===== src/mask_ray_cast_assert.svh =====
// Assertion macros used by the mask ray cast back end.
`ifndef MASK_RAY_CAST_ASSERT_SVH
`define MASK_RAY_CAST_ASSERT_SVH
`ifndef SYNTHESIS
`define MRC_CHECK(lbl, clk, rst_n, ante, cons) \
    lbl: assert property (@(posedge clk) disable iff (!rst_n) (ante) |-> (cons)) \
        else $error("mask ray cast check failed");
`define MRC_CHECK_NEXT(lbl, clk, rst_n, ante, cons) \
    lbl: assert property (@(posedge clk) disable iff (!rst_n) (ante) |=> (cons)) \
        else $error("mask ray cast check failed");
`else
`define MRC_CHECK(lbl, clk, rst_n, ante, cons)
`define MRC_CHECK_NEXT(lbl, clk, rst_n, ante, cons)
`endif
`endif


===== src/mrc_pkg.sv =====
// Types and constants shared by the mask ray cast modules.
package mrc_pkg;

    localparam int IDX_W     = 16;
    localparam int COORD_W   = 10;
    localparam int DIM_W     = 9;
    localparam int STEP_W    = 10;
    localparam int PROD_W    = 20;
    localparam int POS_W     = 12;
    localparam int ADDR_W    = 22;
    localparam int CFG_IDX_W = 1;
    localparam int S_TDATA_W = 64;
    localparam int M_TDATA_W = 24;

    localparam int COORD_MAX  = 2 ** (COORD_W - 1) - 1;
    localparam int COORD_MIN  = -(2 ** (COORD_W - 1));
    localparam int STEP_LIMIT = 2 ** (COORD_W - 1) + 1;

    localparam logic [CFG_IDX_W-1:0] REG_FRAME_WIDTH  = 1'b0;
    localparam logic [CFG_IDX_W-1:0] REG_FRAME_HEIGHT = 1'b1;

    typedef enum logic {
        OP_WRITE = 1'b0,
        OP_CAST  = 1'b1
    } t_op;

    typedef struct packed {
        t_op                        op;
        logic [IDX_W-1:0]           idx;
        logic                       set;
        logic signed [COORD_W-1:0]  rx;
        logic signed [COORD_W-1:0]  ry;
        logic                       use_ext;
        logic signed [COORD_W-1:0]  ex;
        logic signed [COORD_W-1:0]  ey;
        logic [STEP_W-1:0]          ax;
        logic [STEP_W-1:0]          ay;
        logic [STEP_W-1:0]          bxa;
        logic [STEP_W-1:0]          bya;
        logic                       sx_neg;
        logic                       sy_neg;
        logic                       ax_zero;
        logic                       ay_zero;
        logic                       x_major;
    } t_cmd;

    typedef struct packed {
        logic                       hit;
        logic signed [COORD_W-1:0]  end_y;
        logic signed [COORD_W-1:0]  end_x;
    } t_result;

endpackage


===== src/mrc_queue.sv =====
// Two-entry command queue between the front end and the walker.
module mrc_queue (
    input  logic          i_clk,
    input  logic          i_rst_n,
    input  logic          i_push,
    input  mrc_pkg::t_cmd i_data,
    output logic          o_full,
    output logic          o_valid,
    output mrc_pkg::t_cmd o_data,
    input  logic          i_pop
);
    import mrc_pkg::*;

    localparam int DEPTH = 2;
    localparam int PTR_W = $clog2(DEPTH);
    localparam int CNT_W = $clog2(DEPTH + 1);

    t_cmd             r_slot [DEPTH];
    logic [PTR_W-1:0] r_wp;
    logic [PTR_W-1:0] r_rp;
    logic [CNT_W-1:0] r_count;

    assign o_full  = (r_count == CNT_W'(DEPTH));
    assign o_valid = (r_count != '0);
    assign o_data  = r_slot[r_rp];

    always_ff @(posedge i_clk) begin
        if (!i_rst_n) begin
            r_wp    <= '0;
            r_rp    <= '0;
            r_count <= '0;
        end else begin
            if (i_push) begin
                r_wp <= (r_wp == PTR_W'(DEPTH - 1)) ? '0 : r_wp + 1'b1;
            end
            if (i_pop) begin
                r_rp <= (r_rp == PTR_W'(DEPTH - 1)) ? '0 : r_rp + 1'b1;
            end
            if (i_push && !i_pop) begin
                r_count <= r_count + 1'b1;
            end else if (i_pop && !i_push) begin
                r_count <= r_count - 1'b1;
            end
        end
    end

    always_ff @(posedge i_clk) begin
        if (i_push) begin
            r_slot[r_wp] <= i_data;
        end
    end

endmodule


===== config.mk =====
export PLATFORM = sky130hd
export DESIGN_NAME = mrc_queue
export DESIGN_NICKNAME = d
export VERILOG_FILES = /design/src/mask_ray_cast_assert.svh /design/src/mrc_pkg.sv /design/src/mrc_queue.sv
export SDC_FILE = /design/constraint.sdc
export NUM_CORES = 1
export LEC_CHECK = 0
export BUFFER_PORTS_ARGS = -buffer_cell sky130_fd_sc_hd__clkbuf_2
export CELL_PAD_IN_SITES_DETAIL_PLACEMENT = 1
export CELL_PAD_IN_SITES_GLOBAL_PLACEMENT = 2
export CORE_MARGIN = 4
export CORE_UTILIZATION = 41
export DETAILED_ROUTE_END_ITERATION = 16
export PLACE_DENSITY_LB_ADDON = 0.1
export SLEW_MARGIN = 10
export SYNTH_ARGS = -nofsm -noshare
export SYNTH_HDL_FRONTEND = slang
export SYNTH_SLANG_ARGS = --single-unit

===== constraint.sdc =====
create_clock -name i_clk -period 17.2 [get_ports i_clk]
set_input_delay 0.86 -clock i_clk [delete_from_list [all_inputs] [get_ports i_clk]]
set_output_delay 0.86 -clock i_clk [all_outputs]
set_load 0.01 [all_outputs]

Word level (Yosys, flattened, before mapping)
Memories as Yosys holds them, arrays and structs flattened. A register that Yosys moved wholly into a read port is not among the register bits.
Cells that the tools add are included.
{"block": "totals", "ff_bits": 4, "mem_bits_rw": 208, "inputBits": 108, "output_inout_bits": 106, "word_cells": 23, "n_memories": 1}
{"block": "classes", "addsub": 4, "eq_ne": 1, "n_mux": 8, "n_reduce_logical": 6}
{"name": "r_slot", "words": 2, "word_bits": 104, "read_ports": 1, "rd_clocked_by_memory_dff": 1, "write_ports": 1, "line_no": "mrc_queue.sv:18", "text": "t_cmd r_slot [DEPTH];"}
{"cell": "$mux 1", "n": 6}
{"cell": "$mux 2", "n": 2}
{"cell": "$reduce_bool 2->1", "n": 2}
{"cell": "$add 1x1->1 const B", "n": 2}
{"cell": "$add 2x1->2 const B", "n": 1}
{"cell": "$eq 2x2->1 const B", "n": 1}
{"cell": "$logic_and 1x1->1", "n": 2}
{"cell": "$logic_not 1->1", "n": 2}
{"cell": "$sub 2x1->2 const B", "n": 1}

Logic depth before layout (Yosys ltp)
{"block": "logic_depth", "word_depth": 4, "depth_mapped": 5, "depth_no_buf": 5}

Worst setup path before layout
No wires, ideal clock.
{"block": "synth_timing", "path_type": "input-to-reg", "start": "input i_push", "end": "memory r_slot[0][0] (netlist bit) (enable)", "t_arrival_ns": 5.414, "required_time_ns": 16.619, "path_slack_ns": 11.205, "path_stages": 1, "path_buffers": 0, "cell_sequence": "nor2b_1"}
{"block": "synth_via", "elab_chain_len": 2}
{"item": "from (decl)", "line_no": "mrc_queue.sv:5", "text": "input logic i_push,"}
{"item": "$mux 1", "line_no": "mrc_queue.sv:48", "text": "if (i_push) begin"}
{"item": "$mux 1 (implied by the code)", "line_no": "mrc_queue.sv:49", "text": "r_slot[r_wp] <= i_data;"}
{"item": "to (decl)", "line_no": "mrc_queue.sv:18"}
Every way passes these cells.

==> results.sh <==
export IMPL_globalRouteTotalUtil_pct=14.4
export IMPL_synthCells=346
export IMPL_biggest_area_consumer_among_synthesized_cells="edfxtp_1"
export IMPL_critical_path_cell_chain="buf_4 -> mux2_2 -> clkbuf_2"
export IMPL_grt_antenna_before_repair=1
export IMPL_worst_endpoint_required_ns=16.34
export IMPL_multi_input_area_mm2=0.00152
export IMPL_die_h_um=147
export IMPL_port_buffers=213
export IMPL_dr_total_vias=3975
export IMPL_drtAntennaViolNets=0
export IMPL_final_slew_violations=0
export IMPL_routedWlPerCell_um=18.9
export IMPL_placementRows=50
export IMPL_cp_data_arrival_time_ns=2.86
export IMPL_share_of_final_layout_standard_cells_stronger_than_drive_strength_1_pct=60.3
export IMPL_cts_buffers=23
export IMPL_groute_layer_met2_usage_pct=24.1
export IMPL_viasPerCell=4.68
export IMPL_cts_tree="done"
export IMPL_detail_route_first_pass_iterations=4
export IMPL_die_x_um=147
export IMPL_timing_worst_setup_path_type="reg -> out"
export IMPL_via_count_of_the_first_global_routing_pass=4488
export IMPL_clk_pin_slew_ns=0.06
export IMPL_cts_resized=0
export IMPL_postRouteWirelength_um=16100
export IMPL_largest_net_degree_at_the_start_of_global_routing=66
export IMPL_area_growth_pct=25.9
export IMPL_ys_seq_area_share_pct=79.6
export IMPL_postSynthRegisterBits=213
export IMPL_grt_overflow_total=0
export IMPL_clk_path_buf_depth=3
export IMPL_power_density_mw_per_mm2=122
export IMPL_dpl_hpwl_um=10700
export IMPL_cts_hold_fix_buffers=0
export IMPL_crit_path_end_kind="output pin"
export IMPL_post_cts_buffers=0
export IMPL_yosys_top_cells_area="edfxtp_1, mux2_4, mux2_2"
export IMPL_pin_count=214
export IMPL_clock_tree_htree_level_count=1
export IMPL_final_fill_count=1789
export IMPL_static_leakage_power_nw=3.94
export IMPL_stdcell_count=849
export IMPL_gp_routability_congestion=0.712
export IMPL_worstMarginPinSlew_ns=0.913
export IMPL_worstSetupStartpointType="flip-flop"
export IMPL_num_antenna_cells=0
export IMPL_critical_path_max_stage_delay_ns=0.91
export IMPL_place_inst=811
export IMPL_final_setup_viol_count=0
export IMPL_unrepaired_setup_endpoints_after_global_routing="false"
export IMPL_fin_setup_tns_ns=0
export IMPL_nets=685
export IMPL_finalCritPeriodShare_pct=21.6
export IMPL_grt_met3_usage_pct=4.48
export IMPL_max_ir_drop_vdd_mv=0.0967
export IMPL_final_hold_violation_count=0
export IMPL_use_met1_pct=18.2
export IMPL_mean_area_per_synthesized_cell_um2=23.0
export IMPL_max_cap_viol_count=0
export IMPL_insertion_delay_ns=0.49
export IMPL_initial_core_util_pct=42.2
export IMPL_yosys_warnings=0
export IMPL_die_area_mm2=0.0217
export IMPL_holdCritPathClass="in -> reg"
export IMPL_timing_clock_skew_ns=0.00978
export IMPL_grt_most_used_layer="met2"
export IMPL_post_synth_instance_area_mm2=0.00798
export IMPL_seqCellArea_mm2=0.00635
export IMPL_path_max_fanout=55
export IMPL_synth_top_cell_area_share_pct=78.3
export IMPL_max_freq_mhz=269
export IMPL_maxSlewHeadroom_pct=39.2
export IMPL_syn_nets=455
export IMPL_outcome="finished clean"
export IMPL_yosys_cell_types_count=18
export IMPL_grt_pass1_wl_um=24700
export IMPL_critPathSlowestCell="dfxtp_4"
export IMPL_drt_iter0_drc=165
export IMPL_core_area_mm2=0.0189
export IMPL_critical_path_buf_inv_count=2
export IMPL_period_needed_ns=3.72
export IMPL_post_route_drc_count=0
export IMPL_worst_path_dominant_cell_family="buffers and inverters"
export IMPL_cts_root_buffer="clkbuf_16"
export IMPL_clock_sinks=213
per-stage QoR:
stage | worst slack [ns] | cell area, µm² | hold WS [ns] | util (%) | total power [mW]
floorplan | 11.21 | 7980 | 0.461 | - | 0.698
global placement | 13.95 | 9300 | 0.473 | 49.2 | 0.745
detailed placement | 13.93 | 9300 | 0.553 | 49.2 | 0.749
CTS | 13.40 | 10000 | 0.530 | 53.1 | 1.24
finish | 13.48 | 10000 | 0.555 | 53.1 | 1.22
global route | 13.31 | 10000 | 0.526 | 53.1 | 1.28
sequential cells by signal, indices dropped and copies added, names as in the netlist, named ones only:
name and cells:
r_slot 208, r_count 2, r_rp 1, r_wp 1
report_power, final:
part           leakage, nW  switching (mW)  total, mW  internal [mW]
clock network        0.363           0.184      0.486          0.303
registers             1.99          0.0126      0.613          0.600
logic                 1.58          0.0590      0.122         0.0628
path summary, 6_finish.rpt:
kind | start | end | slack [ns] | cells after the start
worst max-delay path | flip-flop | o_data[98] | 13.48 | 3
worst min-delay path | i_data[65] | r_slot[0][65] | 0.56 | 1
worst max register to register | r_wp | r_slot[1][22] | 15.02 | 2
worst min register to register | r_count[1] | r_count[1] | 0.57 | 2
logic make-up (layout without fill, tap and decap cells):
| family | count (synthesis) | after routing | synth area share [%] |
|---|---|---|---|
| XOR/XNOR | 3 | 3 | 0.330 |
| adder cells (fa/ha/maj) | 1 | 1 | 0.157 |
| flip-flops | 213 | 213 | 79.6 |
| buffers and inverters | 13 | 256 | 1.47 |
| AND/OR/NAND/NOR | 9 | 9 | 0.706 |
| multiplexers | 104 | 104 | 17.5 |
| AO/OA/AOI/OAI | 3 | 3 | 0.251 |
synthesized netlist by cell type:
library cell,instances
a21boi_1,1
and2_1,4
buf_2,4
buf_6,7
buf_8,1
dfxtp_1,5
edfxtp_1,208
ha_1,1
inv_1,1
mux2_2,44
mux2_4,60
nor2b_1,3
o21a_1,1
o21ai_0,1
or2_2,1
or3_1,1
xnor2_1,1
xor2_1,2
metal layers:
| layer | wire length [µm] | vias to the layer above |
|---|---|---|
| met2 | 7850 | 151 |
| met5 | 13 | - |
| met4 | 353 | 2 |
| li1 | - | 1834 |
| met1 | 6540 | 1961 |
| met3 | 1300 | 27 |
worst reg2reg max path: cells and delay by family, from the launching register on:
kind	cells	cell delay, ns
flops	1	0.39
simple gates	1	0.54
buf+inv	1	0.86
cell type report:
class                           count  area share (%)
Multi-Input combinational cell    120            15.2
Clock inverter                     11            1.50
Clock buffer                       27            5.88
Inverter                            1          0.0374
Timing Repair Buffer              217            10.9
Sequential cell                   213            63.3
Tap cell                          260            3.24
layout by cell type, fill, tap and decap left out:
master	n
mux2_2	44
nor2b_1	2
or3_1	1
o21a_1	1
dfxtp_4	1
mux2_4	60
clkinv_2	3
xnor2_1	1
clkbuf_16	23
clkinv_1	4
a21boi_1	1
inv_1	1
nor2b_4	1
clkbuf_2	213
or2_2	1
edfxtp_1	208
xor2_1	2
and2_4	1
bufinv_16	4
ha_1	1
dfxtp_1	4
and2_1	3
buf_4	4
clkbuf_1	4
o21ai_0	1
(Power assumes the default switching activity.)
