File: src/mask_ray_cast_assert.svh
// Assertion macros used by the mask ray cast back end.
`ifndef MASK_RAY_CAST_ASSERT_SVH
`define MASK_RAY_CAST_ASSERT_SVH
`ifndef SYNTHESIS
`define MRC_CHECK(lbl, clk, rst_n, ante, cons) \
    lbl: assert property (@(posedge clk) disable iff (!rst_n) (ante) |-> (cons)) \
        else $error("mask ray cast check failed");
`define MRC_CHECK_NEXT(lbl, clk, rst_n, ante, cons) \
    lbl: assert property (@(posedge clk) disable iff (!rst_n) (ante) |=> (cons)) \
        else $error("mask ray cast check failed");
`else
`define MRC_CHECK(lbl, clk, rst_n, ante, cons)
`define MRC_CHECK_NEXT(lbl, clk, rst_n, ante, cons)
`endif
`endif

File: src/mrc_pkg.sv
// Types and constants shared by the mask ray cast modules.
package mrc_pkg;

    localparam int IDX_W     = 16;
    localparam int COORD_W   = 10;
    localparam int DIM_W     = 9;
    localparam int STEP_W    = 10;
    localparam int PROD_W    = 20;
    localparam int POS_W     = 12;
    localparam int ADDR_W    = 22;
    localparam int CFG_IDX_W = 1;
    localparam int S_TDATA_W = 64;
    localparam int M_TDATA_W = 24;

    localparam int COORD_MAX  = 2 ** (COORD_W - 1) - 1;
    localparam int COORD_MIN  = -(2 ** (COORD_W - 1));
    localparam int STEP_LIMIT = 2 ** (COORD_W - 1) + 1;

    localparam logic [CFG_IDX_W-1:0] REG_FRAME_WIDTH  = 1'b0;
    localparam logic [CFG_IDX_W-1:0] REG_FRAME_HEIGHT = 1'b1;

    typedef enum logic {
        OP_WRITE = 1'b0,
        OP_CAST  = 1'b1
    } t_op;

    typedef struct packed {
        t_op                        op;
        logic [IDX_W-1:0]           idx;
        logic                       set;
        logic signed [COORD_W-1:0]  rx;
        logic signed [COORD_W-1:0]  ry;
        logic                       use_ext;
        logic signed [COORD_W-1:0]  ex;
        logic signed [COORD_W-1:0]  ey;
        logic [STEP_W-1:0]          ax;
        logic [STEP_W-1:0]          ay;
        logic [STEP_W-1:0]          bxa;
        logic [STEP_W-1:0]          bya;
        logic                       sx_neg;
        logic                       sy_neg;
        logic                       ax_zero;
        logic                       ay_zero;
        logic                       x_major;
    } t_cmd;

    typedef struct packed {
        logic                       hit;
        logic signed [COORD_W-1:0]  end_y;
        logic signed [COORD_W-1:0]  end_x;
    } t_result;

endpackage

File: src/mrc_front.sv
// Front end: takes input beats, decodes and classifies them into commands.
module mrc_front (
    input  logic                         i_clk,
    input  logic                         i_rst_n,
    input  logic                         i_hold,
    input  logic                         i_valid,
    output logic                         o_ready,
    input  logic                         i_op,
    input  logic [mrc_pkg::S_TDATA_W-1:0] i_tdata,
    output logic                         o_valid,
    input  logic                         i_ready,
    output mrc_pkg::t_cmd                o_cmd
);
    import mrc_pkg::*;

    logic  r_valid;
    t_cmd  r_cmd;
    t_cmd  n_cmd;
    logic  push;

    function automatic logic [STEP_W-1:0] mag(input logic signed [COORD_W-1:0] c);
        logic [STEP_W-1:0] m;
        m = c[COORD_W-1] ? (~STEP_W'(c) + 1'b1) : STEP_W'(c);
        return m;
    endfunction

    // tdata: idx[15:0] set[16] rx[26:17] ry[36:27] ext[37] ex[47:38] ey[57:48]
    always_comb begin
        n_cmd         = '0;
        n_cmd.op      = t_op'(i_op);
        n_cmd.idx     = i_tdata[15:0];
        n_cmd.set     = i_tdata[16];
        n_cmd.rx      = i_tdata[26:17];
        n_cmd.ry      = i_tdata[36:27];
        n_cmd.use_ext = i_tdata[37];
        n_cmd.ex      = i_tdata[47:38];
        n_cmd.ey      = i_tdata[57:48];
        n_cmd.ax      = mag(n_cmd.rx);
        n_cmd.ay      = mag(n_cmd.ry);
        n_cmd.bxa     = mag(n_cmd.ex);
        n_cmd.bya     = mag(n_cmd.ey);
        n_cmd.sx_neg  = n_cmd.rx[COORD_W-1];
        n_cmd.sy_neg  = n_cmd.ry[COORD_W-1];
        n_cmd.ax_zero = (n_cmd.ax == '0);
        n_cmd.ay_zero = (n_cmd.ay == '0);
        n_cmd.x_major = (n_cmd.ay <= n_cmd.ax);
    end

    assign push    = r_valid && i_ready;
    assign o_ready = !i_hold && (!r_valid || i_ready);
    assign o_valid = r_valid;
    assign o_cmd   = r_cmd;

    always_ff @(posedge i_clk) begin
        if (!i_rst_n) begin
            r_valid <= 1'b0;
        end else if (i_valid && o_ready) begin
            r_valid <= 1'b1;
        end else if (push) begin
            r_valid <= 1'b0;
        end
    end

    always_ff @(posedge i_clk) begin
        if (i_valid && o_ready) begin
            r_cmd <= n_cmd;
        end
    end

endmodule

File: config.mk
export PLATFORM = sky130hd
export DESIGN_NAME = mrc_front
export DESIGN_NICKNAME = d
export VERILOG_FILES = /design/src/mask_ray_cast_assert.svh /design/src/mrc_pkg.sv /design/src/mrc_front.sv
export SDC_FILE = /design/constraint.sdc
export NUM_CORES = 1
export LEC_CHECK = 0
export ABC_AREA = 1
export BUFFER_PORTS_ARGS = -buffer_cell sky130_fd_sc_hd__buf_2
export CAP_MARGIN = 5
export CORE_MARGIN = 5
export CORE_UTILIZATION = 40
export DETAILED_ROUTE_END_ITERATION = 12
export MAX_ROUTING_LAYER = met4
export PLACE_DENSITY = 0.68
export SETUP_SLACK_MARGIN = 0.3
export SYNTH_ARGS = -nofsm -noshare
export SYNTH_HDL_FRONTEND = slang
export SYNTH_SLANG_ARGS = --single-unit
File: constraint.sdc
create_clock -name i_clk -period 29.3 [get_ports i_clk]
set_input_delay 4.395 -clock i_clk [delete_from_list [all_inputs] [get_ports i_clk]]
set_output_delay 4.395 -clock i_clk [all_outputs]
set_load 0.02 [all_outputs]
### Word level (Yosys, flattened, before mapping)

Cells that the tools add are included.

* input port bits: 70
* register bits: 105
* output and inout port bits: 106

* reduce and logical (&&, ||, !) cells: 9
* add/subtract/negate cells: 4
* $lt $le $gt $ge: 1
* bitwise operators: 4
* mux-type cells: 6

Operator list (count)
* adder 10 x 1 -> 10 bit (second input constant): 4
* inverter 10 bit: 4
* zero test 10 bit: 2
* 2-to-1 mux 10 bit: 2
* 2-to-1 mux 9 bit: 2
* <= comparator 10 bit: 1
* logical AND 1 bit: 3
* zero test 1 bit: 2
* 2-to-1 mux 1 bit: 2
* nonzero test 2 bit: 1
* logical OR 1 bit: 1

### Depth between registers and ports, before layout

* word-level depth: 5
* mapped depth: 14
* gate-level depth less buffers: 14

### Least setup slack after synthesis

Ideal clock, no wire load.

* path kind: input to register
* start point: input port i_ready
* end point: register r_cmd, in the netlist o_cmd[0] (enable)
* slack: 17.012 ns
* required time: 28.601 ns
* stages on the path: 2
* path buffers: 0
* arrival time: 11.589 ns
* cell sequence: nor2_1 nor3b_1

* cells in the longest elaborated chain, start to end: 3

RTL lines
* from (decl): RTL line mrc_front.sv:11 `input logic i_ready,`
* logical OR 1 bit: RTL line mrc_front.sv:50 `assign o_ready = !i_hold && (!r_valid || i_ready);`
* logical AND 1 bit: RTL line mrc_front.sv:50
* logical AND 1 bit: RTL line mrc_front.sv:65 `if (i_valid && o_ready) begin`
* to (signal assigned): RTL line mrc_front.sv:66 `r_cmd <= n_cmd;`
* to (decl): RTL line mrc_front.sv:17 `t_cmd r_cmd;`

Every way passes these cells.
A chain may end at the register's enable or synchronous reset.

### Worst setup path after layout

* start point: input port i_ready
* end point: output port o_ready

* cells in the longest elaborated chain, start to end: 2

RTL lines
* logical OR 1 bit: RTL line mrc_front.sv:50
* logical AND 1 bit: RTL line mrc_front.sv:50
* to (decl): RTL line mrc_front.sv:7 `output logic o_ready,`

Every way passes these cells.

==> results by group <==
Synthesis
  • Synth area leader: edfxtp_1
  • Synthesized area: 4255 sq um
  • Post-synthesis adder-cell area fraction: 4.116%
  • Share of the synthesized area in the top cell type: 69.16%
  • Post-synthesis compound-gate area fraction: 2.470%
  • Async SR Flop Fraction: 0%
  • Synth top cells by count: edfxtp_1 (98), nand2_1 (65), inv_1 (50), nor2_1 (29), nand3_1 (20)
  • Syn Inst Count: 345
  • Multiplexer share of the synthesized area: 0%
  • Top-count cell post-synth: edfxtp_1
  • Number of enable flip-flop cells after synthesis: 98
  • Xor/xnor share of the synthesized area: 3.470%
  • Netlist cell types: 26
  • Top_reg_cell synth: edfxtp_1
  • Largest family of logic cells by synthesized area: simple AND/OR/NAND/NOR gates
  • Count of warnings emitted by yosys: 0
  • Synthesized net count: 429
  • Synth top area cells: edfxtp_1 (69%), nand2_1 (5.7%), inv_1 (4.4%)
  • Post-Synthesis Mean Instance Area: 12.33 sq um
  • Synth Area in Simple Gates: 14.20%
  • Sequential share of the synthesized area: 69.63%
  • Yosys reg bits: 99

Floorplanning
  • Die area: 12800 sq um
  • Die Y: 113.1 um
  • Core area: 10370 sq um
  • IO Count: 176
  • Row count: 37
  • Die Wd: 113.1 um
  • Initial Utilization: 41.04%

GRT
  • Global-route wire length before repair: 13950 um
  • Initial antenna violation count: 0
  • Global-route usage over all layers: 14.42%
  • Number of global-route vias before repair: 2893
  • Grt ovf: 0
  • Pin count of the biggest net entering global routing: 56

Timing
  • Period utilisation layout: 31.67%
  • RSZ-0062 raised after global routing: no
  • Tmin final: 9280 ps
  • F_max: 107.8 MHz
  • Slew margin rel.: 53.46%
  • Final Hold Fails: 0
  • Final Setup Violations: 0
  • Slew Viols, Final: 0
  • Hold WS: 661.7 ps
  • Worst Skew: 9.385 ps
  • Setup TNS Final: 0 ps
  • Worst-Margin Slew: 698.1 ps

Route
  • Vias/cell: 4.529
  • DRT iter0 DRCs: 104
  • Metal3 WL: 675 um
  • Drc violations: 0
  • Routed met2 length: 4516 um
  • Routed wire per std cell: 13.72 um
  • TritonRoute pass-1 iters: 4
  • Final ANT Viol Nets: 0
  • Uppermost layer routed: met4
  • Metal1 wirelength: 3740 um
  • WL final: 9053 um
  • Routed via count: 2989

Setup path
  • Worst r2r src: o_valid
  • CP max FO: 3
  • Worst setup path end: o_ready
  • Reg2Reg Depth: 4
  • Crit path launch: i_ready
  • Startpoint class of the critical path: input pin
  • WP data required: 24900 ps
  • WP data arrival: 4880 ps
  • Reg2reg setup slack: 27700 ps
  • Worst R2R End: o_cmd[67]
  • WS Path Type: input pin to output pin
  • Worst Setup End Kind: output pin

Power and ir drop
  • Pwr per Cell Area: 53.09 nW/um^2
  • Lkg Pwr: 2.436 nW
  • Worst VDD drop: 0.02337 mV

Clock tree
  • Clock Pin Slew Worst Setup and Hold Paths: 90 ps
  • CTS tree: done
  • PostCTS Resize Cnt: 0
  • Hold_buf cts: 0
  • Worst-skew pair later-pin latency: 350 ps
  • Post-CTS Setup Bufs: 0
  • CTS Buf Count: 9
  • # clock sinks: 99
  • H-tree depth reported by CTS: 3
  • CTS Root Cell: clkbuf_8
  • Clock buffer depth: 2

Run status
  • Outcome: completed

Placed design
  • Port bufs: 169
  • Post-DP HPWL: 7120 um
  • Routability cong.: 0.8487

Cells and area
  • Fillers: 940
  • Synthesis-to-layout area growth: 26.99%
  • Final nets: 603
  • Share of cells above drive strength 1: 38.17%
  • Number of diodes: 0

Hold path
  • Class of the worst hold path: flip-flop to flip-flop

Flow run
  • Max Cap Viol: 0
==> metrics by stage <==
stage | setup WS, ps | total power, mW | instance area, sq um | utilization (%) | cells
after detailed placement | 20020 | 0.2115 | 5224 | 50.37 | 644
final | 20020 | 0.2869 | 5404 | 52.11 | 660
after CTS | 20020 | 0.2906 | 5404 | 52.11 | 660
after global placement | 20010 | 0.2101 | 5224 | 50.37 | 644
after floorplan | 17010 | 0.1964 | 4255 | - | 345
after global routing | 19960 | 0.3014 | 5404 | 52.11 | 660
==> report_power, final <==
group / leakage (nW) / internal, mW / switching [mW]
Sequential: 0.920 / 0.164 / 0.00155
Combinational: 1.43 / 0.0140 / 0.0278
Clock: 0.0884 / 0.0353 / 0.0441
Total: 2.44 / 0.214 / 0.0734
==> layout by cell type, fill, tap and decap left out <==
cell	instances
a21oi_1	4
buf_2	169
buf_4	2
clkbuf_1	1
clkbuf_8	11
clkinv_2	3
clkinvlp_4	2
dfxtp_1	1
edfxtp_1	98
ha_1	14
inv_1	50
nand2_1	65
nand2_2	6
nand2_4	1
nand3_1	20
nand3b_1	3
nand4_1	4
nor2_1	29
nor2_2	2
nor3_1	2
nor3b_2	1
nor4_1	2
o21a_1	1
o21ai_0	14
o21bai_1	1
or2_2	2
xnor2_1	4
xor2_1	11
xor2_2	1
==> layer usage <==
metal | vias to the layer above | track usage [%]
li1 | 1508 | -
met1 | 1358 | 16.41
met2 | 112 | 25.00
met3 | 11 | 2.781
met4 | 0 | 5.769
met5 | - | -
==> cell type report <==
type | instances | area, sq um | share of cell area, %
clock buffer | 12 | 155.1 | 2.871
clock inverter | 4 | 25.02 | 0.4631
inverter | 51 | 192.7 | 3.566
multi-input combinational | 187 | 1037 | 19.19
sequential | 99 | 2963 | 54.83
tap | 136 | 170.2 | 3.149
timing repair buffer | 171 | 860.8 | 15.93
==> logic make-up (layout without fill, tap and decap cells) <==
kind of cell    count (synthesis)  in the layout
simple gates                  137            137
flops                          99             99
buf+inv                        59            238
compound gates                 20             20
xor+xnor                       16             16
fa+ha+maj                      14             14
==> critical path, stage by stage <==
cell    delay, ps
buf_2         100
nor2_1        180
nor2_1         60
buf_2         160
==> flip-flops by register name, indices dropped and copies added (netlist names) <==
signal and count:
o_cmd 98, o_valid 1
==> worst min path at each step <==
| stage | start | to | depth (start not counted) |
|---|---|---|---|
| floorplan | o_valid | o_valid | 4 |
| global placement | o_valid | o_valid | 4 |
| detailed placement | o_valid | o_valid | 4 |
| CTS | o_valid | o_valid | 4 |
| global route | o_valid | o_valid | 4 |
| finish | o_valid | o_valid | 4 |
No activity file was read; power rests on OpenSTA's default activity.
